--- config.mk ---
export PLATFORM = sky130hd
export DESIGN_NAME = gbte_ctrl
export DESIGN_NICKNAME = d
export VERILOG_FILES = /design/src/rtl/gbte_pkg.sv /design/src/rtl/gbte_ctrl.sv
export SDC_FILE = /design/constraint.sdc
export NUM_CORES = 1
export LEC_CHECK = 0
export BUFFER_PORTS_ARGS = -buffer_cell sky130_fd_sc_hd__buf_2
export CORE_AREA = 2 2 39 41
export DETAILED_ROUTE_END_ITERATION = 8
export DIE_AREA = 0 0 41 43
export PLACE_DENSITY = 0.42
export SETUP_SLACK_MARGIN = 0.02
export SYNTH_ARGS = -nofsm -noshare
export SYNTH_HDL_FRONTEND = slang
export SYNTH_SLANG_ARGS = --single-unit
--- constraint.sdc ---
create_clock -name clk -period 1.6 [get_ports clk]
set_input_delay 0.32 -clock clk [delete_from_list [all_inputs] [get_ports clk]]
set_output_delay 0.32 -clock clk [all_outputs]
set_load 0.05 [all_outputs]
--- src/rtl/gbte_pkg.sv ---
// gbte_pkg: shared constants, command codes and control/status structs
// for the gap buffer text engine; no dependencies
package gbte_pkg;

	localparam int CAPACITY = 1024;
	localparam int ADDR_W   = $clog2(CAPACITY);
	localparam int POS_W    = 11;
	localparam int CHAR_W   = 8;
	localparam int CMD_W    = 3;

	localparam logic [POS_W-1:0] CAP_POS = POS_W'(CAPACITY);

	localparam logic [CMD_W-1:0] CMD_INSERT = 3'd0;
	localparam logic [CMD_W-1:0] CMD_LEFT   = 3'd1;
	localparam logic [CMD_W-1:0] CMD_RIGHT  = 3'd2;
	localparam logic [CMD_W-1:0] CMD_SETCUR = 3'd3;
	localparam logic [CMD_W-1:0] CMD_BKSP   = 3'd4;
	localparam logic [CMD_W-1:0] CMD_DEL    = 3'd5;
	localparam logic [CMD_W-1:0] CMD_READ   = 3'd6;

	// controller to datapath
	typedef struct packed {
		logic latch;
		logic exec;
		logic move;
		logic ld_out;
	} gbte_ctl_t;

	// datapath to controller
	typedef struct packed {
		logic is_move;
		logic at_target;
	} gbte_sts_t;

endpackage

--- src/rtl/gbte_ctrl.sv ---
// gbte_ctrl: sequencing state machine and result valid flag for the gap
// buffer engine; uses gbte_pkg
module gbte_ctrl import gbte_pkg::*; (
	input  logic      clk,
	input  logic      arst_n,
	input  logic      in_valid,
	output logic      in_stall,
	output logic      out_valid,
	input  logic      out_stall,
	input  gbte_sts_t sts,
	output gbte_ctl_t ctl
);

	typedef enum logic [1:0] {S_IDLE, S_EXEC, S_MOVE, S_DONE} state_t;

	state_t state_q;
	logic   out_valid_q;
	logic   out_free;

	assign out_free   = !out_valid_q || !out_stall;
	assign in_stall   = state_q != S_IDLE;
	assign out_valid  = out_valid_q;
	assign ctl.latch  = in_valid && (state_q == S_IDLE);
	assign ctl.exec   = state_q == S_EXEC;
	assign ctl.move   = state_q == S_MOVE;
	assign ctl.ld_out = (state_q == S_DONE) && out_free;

	always_ff @(posedge clk or negedge arst_n) begin
		if (!arst_n) begin
			state_q     <= S_IDLE;
			out_valid_q <= 1'b0;
		end else begin
			if (ctl.ld_out) out_valid_q <= 1'b1;
			else if (!out_stall) out_valid_q <= 1'b0;
			unique case (state_q)
				S_IDLE: if (in_valid) state_q <= S_EXEC;
				S_EXEC: state_q <= sts.is_move ? S_MOVE : S_DONE;
				S_MOVE: if (sts.at_target) state_q <= S_DONE;
				S_DONE: if (out_free) state_q <= S_IDLE;
				default: state_q <= S_IDLE;
			endcase
		end
	end

`ifndef SYNTHESIS
	a_accept_exec: assert property (@(posedge clk) disable iff (!arst_n)
		in_valid && !in_stall |=> state_q == S_EXEC)
		else $error("accepted beat did not start execution");
	a_exec_next: assert property (@(posedge clk) disable iff (!arst_n)
		state_q == S_EXEC |=> state_q == S_MOVE || state_q == S_DONE)
		else $error("execute state left to wrong state");
	a_done_hold: assert property (@(posedge clk) disable iff (!arst_n)
		state_q == S_DONE && out_valid_q && out_stall |=> state_q == S_DONE)
		else $error("result dropped while output stalled");
	a_load_valid: assert property (@(posedge clk) disable iff (!arst_n)
		ctl.ld_out |=> out_valid_q)
		else $error("loaded result not presented");
`endif

endmodule

==> results of run 1 <==
==> cell families (layout without fill, tap and decap cells) <==
family,after synthesis,in the layout,synth area share
adders and majority gates,5,5,0.242
buffers and inverters,5,24,0.0773
AOI/OAI and AO/OA,4,4,0.193
DFF,3,3,0.290
and+or+nand+nor,3,3,0.0821
muxes,2,2,0.116
==> cell usage after synthesis <==
| library cell | number | area share |
|---|---|---|
| a21boi_0 | 1 | 0.029 |
| a21o_1 | 1 | 0.029 |
| and2_2 | 1 | 0.029 |
| clkinv_2 | 1 | 0.019 |
| dfrtp_1 | 3 | 0.29 |
| ha_1 | 5 | 0.24 |
| inv_1 | 3 | 0.043 |
| inv_2 | 1 | 0.014 |
| mux2_4 | 2 | 0.12 |
| nand2_1 | 1 | 0.014 |
| nand3_2 | 1 | 0.039 |
| o221ai_1 | 1 | 0.034 |
| o221ai_4 | 1 | 0.10 |
==> final timing paths <==
kind / to / slack [ns] / depth (start not counted)
worst max-delay path: ctl[2] / 0.08 / 3
worst min-delay path: out_valid$_DFFE_PN0P_ / 0.36 / 2
worst max register to register: state_q[0]$_DFFE_PN0P_ / 0.21 / 5
worst min register to register: out_valid$_DFFE_PN0P_ / 0.56 / 1
max in group asynchronous: state_q[1]$_DFFE_PN0P_ / 1.07 / 2
min in group asynchronous: out_valid$_DFFE_PN0P_ / 0.42 / 2
==> sequential cells by signal, indices dropped and copies added, names as in the netlist <==
name and cells:
out_valid 1, state_q 2
==> what timing repair did <==
item,in CTS,in global routing
hold endpoints to repair,3,0
hold buffers,1,0
pin swaps,0,0
resized for setup,5,5
setup buffers,1,1
endpoints found under the setup margin,3,3
==> metrics by stage <==
| step | cell area, sq um | util | setup WS [ns] |
|---|---|---|---|
| 6_report | 439 | 0.317 | 0.0751 |
| 5_1_grt | 439 | 0.317 | 0.0229 |
| 3_5_place_dp | 358 | 0.259 | 0.110 |
| 3_3_place_gp | 358 | 0.259 | 0.145 |
| 4_1_cts | 413 | 0.298 | 0.0262 |
| 2_1_floorplan | 275 | - | 0.0628 |
==> area by class of cell <==
cell class	count	area [sq um]	area share
multi-input cells	14	195	0.444
well taps	16	20.0	0.0456
inverters	5	20.0	0.0456
flip-flops and latches	3	75.1	0.171
repair buffers	15	103	0.234
clock buffers	4	26.3	0.0598
==> worst reg2reg max path, cell delays in order, from the launching register on <==
cell and delay [ns]:
dfrtp_1 0.41, inv_2 0.13, ha_4 0.14, inv_2 0.04, o221ai_4 0.22, mux2_4 0.33
==> per-layer routing <==
metal  routed length [um]  vias up  GRT usage
li1                     -      113          -
met1                  163      105     0.0712
met2                  307        7      0.116
met3                   38        0     0.0471
met4                    0        0     0.0200
met5                    0        -          0
==> results by group, run 1 <==
Route
  – Routed length per placed instance: 8.93 um
  – Post-DRT Antenna Nets: 0
  – DRT Wirelength: 509 um
  – DR vias: 225
  – Starting DRT DRC Count: 3
  – DR pass1 iterations: 4
  – Via-to-Cell Ratio: 3.95
  – DRC errors left: 0

Layout
  – Non-Filler Instances: between 50 and 60
  – Most frequent cells in the layout: 8 x buf_2, 5 x buf_4, 3 x inv_2, 3 x clkbuf_4, 3 x dfrtp_1
  – P&R area growth vs syn: 69.6%
  – Nets: 53
  – Diodes inserted: 0
  – # fillers: 158
  – Share of layout cells above drive strength 1: 0.732
  – Most common cell after layout, fill and taps aside: buf_2

Worst setup path
  – Reg2Reg Launch Point: state_q[0]$_DFFE_PN0P_
  – Crit path required time: ~1.3 ns
  – Crit. End Element: output port
  – Crit Path Category: flip-flop to output port
  – Critical-path maximum fanout: 4
  – Crit-path leading delay family: flip-flops
  – Critical Path AT: 1.20 ns
  – CP bufs+invs: 2
  – Sequence of cells on the critical path: buf_4 > ha_1 > buf_2
  – CP max stage cell: dfrtp_1
  – Critical Path Source: state_q[0]$_DFFE_PN0P_
  – CP max stage delay: 0.41 ns
  – Crit start category: flip-flop

STA
  – Clk_skew: between 0.002 and 0.0025 ns
  – Slew Limit Fails: 0
  – Tmin final: 1.52 ns
  – RSZ-0062 raised after global routing: false
  – Setup-failing EPs final: 0
  – Slew HR: 0.833
  – Setup TNS: 0 ns
  – Achievable frequency: 656 MHz
  – Fin. Hold Viols: 0
  – Hold_ws: 0.361 ns
  – Worst Max-Slew Pin Slew: 0.252 ns
  – Fin crit share: 0.953

Global route
  – Total congestion overflow: 0
  – First-pass GRT wire length: 841 um
  – GRT Overall Usage: 0.0714
  – Pin count of the biggest net entering global routing: 5
  – Vias in the first global route: 239
  – Initial antenna violation count: 0

Placed design
  – Dpl hpwl: 428 um
  – IO buf count: 11
  – Global placement routability congestion: a little under 0.6
  – Total placed cells including tap cells: 50

Synth
  – Synth Register Bits: 3
  – Syn Nets: 33
  – Synth Area per Inst: 11.8 sq um
  – Syn Inst Count: 22
  – YS warnings: 0
  – Unique masters post-synth: 13
  – Post-Syn Area: 259 sq um
  – Post-synthesis sequential area ratio: 0.290

Die
  – FP Rows: 14
  – Initial core utilization: 0.187
  – I/O pin count: 12
  – DIE WIDTH: 41 um
  – Die Y: 43 um
  – Die area: 1760 sq um
  – Core area: 1380 sq um

Clocking
  – CTS tree: yes
  – Clock sink count: 3
  – TritonCTS Buffers: 3
  – CTS HTree Levels: 1
  – Clock Latency Late Sink: 0.23 ns
  – CTS Buffer Depth: 2
  – Root buffer cell: clkbuf_4
  – Clk pin slew, worst setup/hold paths: 0.04 ns

Worst hold path
  – Worst min-delay path class: input port to flip-flop
  – Worst Hold Launch: out_stall

Status
  – Status: finished clean

Run
  – Maxcap violations: 0
Power of run 1 is left out: the tool's default activity adds up to more than one toggle a clock period on the data nets, which glitch-free logic cannot reach.
==> run 2: changes to the inputs <==
- PLACE_DENSITY: 0.42 -> 0.43
==> results by group, run 2 (synthesized netlist as in run 1, its figures left out) <==
Die
  – I/O pin count: 12 (unchanged)
  – Core area: 1380 sq um (unchanged)
  – DIE WIDTH: 41 um (unchanged)
  – FP Rows: 14 (unchanged)
  – Die area: 1760 sq um (unchanged)
  – Initial core utilization: 0.187 (unchanged)
  – Die Y: 43 um (unchanged)

Worst setup path
  – Critical-path maximum fanout: 4 (unchanged)
  – Worst Reg-to-Reg Cells: 5 (unchanged)
  – CP max stage delay: 0.40 ns (about the same)
  – Crit start category: flip-flop
  – Crit path required time: 1.28 ns (about the same)
  – Crit. End Element: output port
  – Reg-to-reg endpoint: state_q[1]$_DFFE_PN0P_
  – R2R Setup Slk: 0.22 ns (about the same)
  – Sequence of cells on the critical path: buf_4 > ha_1 > buf_2
  – CP max stage cell: dfrtp_1
  – Critical Path AT: 1.21 ns (about the same)
  – Reg2Reg Launch Point: state_q[0]$_DFFE_PN0P_
  – Crit Path Category: flip-flop to output port

Layout
  – Share of layout cells above drive strength 1: 0.732 (unchanged)
  – Max reg flops: 2 (unchanged)
  – P&R area growth vs syn: 69.6% (unchanged)
  – Reg with most FFs: state_q
  – Diodes inserted: 0 (unchanged)
  – Nets: 53 (unchanged)
  – Most frequent cells in the layout: 8 x buf_2, 5 x buf_4, 3 x inv_2, 3 x clkbuf_4, 3 x dfrtp_1
  – Most common cell after layout, fill and taps aside: buf_2

Clocking
  – Clock sink count: 3 (unchanged)
  – Clock Latency Late Sink: 0.23 ns (about the same)
  – Clk pin slew, worst setup/hold paths: 0.04 ns (about the same)
  – Root buffer cell: clkbuf_4
  – CTS Buffer Depth: 2 (unchanged)
  – CTS tree: yes
  – CTS HTree Levels: 1 (unchanged)
  – TritonCTS Buffers: 3 (unchanged)

STA
  – Setup-failing EPs final: 0 (unchanged)
  – Tmin final: 1.53 ns (+0.000650 ns)
  – Final WS setup: 0.0745 ns (-0.000650 ns)
  – Worst Max-Slew Pin Slew: 0.249 ns (-0.00209 ns)
  – Slew Limit Fails: 0 (unchanged)
  – Fin. Hold Viols: 0 (unchanged)
  – Fin crit share: 0.953 (about the same)
  – Clk_skew: 0.00112 ns (-0.00104 ns)
  – Achievable frequency: 656 MHz (about the same)
  – Setup TNS: 0 ns (unchanged)
  – RSZ-0062 raised after global routing: false
  – Slew HR: 0.835 (+0.00139)

Route
  – Routed length per placed instance: 9.30 um (+4.1%)
  – Via-to-Cell Ratio: 3.96 (+0.44%)
  – DR vias: 226 (+0.44%)
  – DRT Wirelength: 530 um (+4.1%)
  – Post-DRT Antenna Nets: 0 (unchanged)
  – DRC errors left: 0 (unchanged)
  – Starting DRT DRC Count: 1 (-2)
  – DR pass1 iterations: 2 (-2)

Placed design
  – Dpl ws: 0.100 ns (-0.00981 ns)
  – Global placement routability congestion: 0.604 (+3.5%)
  – Dpl hpwl: 412 um (-3.7%)
  – IO buf count: 11 (unchanged)

Global route
  – GRT Overall Usage: 0.0623 (-0.00912)
  – Met1 usage: 0.0645 (-0.00668)
  – Grt peak-use layer: met2
  – Vias in the first global route: 229 (-4.2%)
  – Met3 Use GR: 0.0157 (-0.0314)
  – Initial antenna violation count: 0 (unchanged)
  – Pin count of the biggest net entering global routing: 5 (unchanged)
  – Total congestion overflow: 0 (unchanged)
  – First-pass GRT wire length: 752 um (-11%)
  – GR Layer Usage met2: 0.103 (-0.0125)

Worst hold path
  – Worst Hold Launch: out_stall
  – Hold Path Sink: out_valid$_DFFE_PN0P_
  – Hold Path Cell Cnt: 2 (unchanged)
  – Worst min-delay path class: input port to flip-flop

Run
  – Maxcap violations: 0 (unchanged)

Status
  – Status: finished clean
[run 2: cell counts in the layout (fill, tap and decap cells not counted)]
No cell type changed its count.
[run 2: area by class of cell]
type                            count  area [sq um]
Fill cell                         155           945
Multi-Input combinational cell     14           195
Timing Repair Buffer               15           103
Sequential cell                     3          75.1
Clock buffer                        4          26.3
Inverter                            5          20.0
Tap cell                           16          20.0
[run 2: layer usage]
metal  wire (um)  part of all wire  vias up
met4           0                 0        0
li1            -                 -      110
met3          36             0.068        0
met2         286              0.54        8
met1         207              0.39      108
met5           0                 0        -
[run 2: worst max-delay path, delay by kind of cell, from the launching register on]
| kind | cells | cell delay [ns] |
|---|---|---|
| DFF | 1 | 0.40 |
| adders and majority gates | 1 | 0.21 |
| buffers and inverters | 2 | 0.37 |
[run 2: stage by stage]
| step | cells | hold WS (ns) | util | area (sq um) |
|---|---|---|---|---|
| final | 57 | 0.352 | 0.317 | 439 |
| after global routing | 57 | 0.347 | 0.317 | 439 |
| after CTS | 56 | 0.351 | 0.298 | 413 |
| after detailed placement | 50 | 0.117 | 0.259 | 358 |
| after global placement | 50 | 0.117 | 0.259 | 358 |
| after floorplan | 22 | 0.0244 | - | 275 |
[run 2: how the worst max path moves through the flow]
| stage | from | end | cells after the start |
|---|---|---|---|
| after global placement | state_q[0]$_DFFE_PN0P_ | state_q[0]$_DFFE_PN0P_ | 5 |
| after CTS | state_q[0]$_DFFE_PN0P_ | ctl[3] | 4 |
| final | state_q[0]$_DFFE_PN0P_ | ctl[2] | 3 |
| after floorplan | state_q[0]$_DFFE_PN0P_ | state_q[0]$_DFFE_PN0P_ | 5 |
| after global routing | state_q[0]$_DFFE_PN0P_ | ctl[3] | 4 |
| after detailed placement | state_q[1]$_DFFE_PN0P_ | state_q[1]$_DFFE_PN0P_ | 5 |
[run 2: timing repair]
action	in CTS	in global routing
resized for setup	6	4
hold buffers	1	0
setup endpoints to repair	4	2
endpoints found under the hold margin	3	0
setup buffers	1	1
Power of run 2 is left out for the same reason.
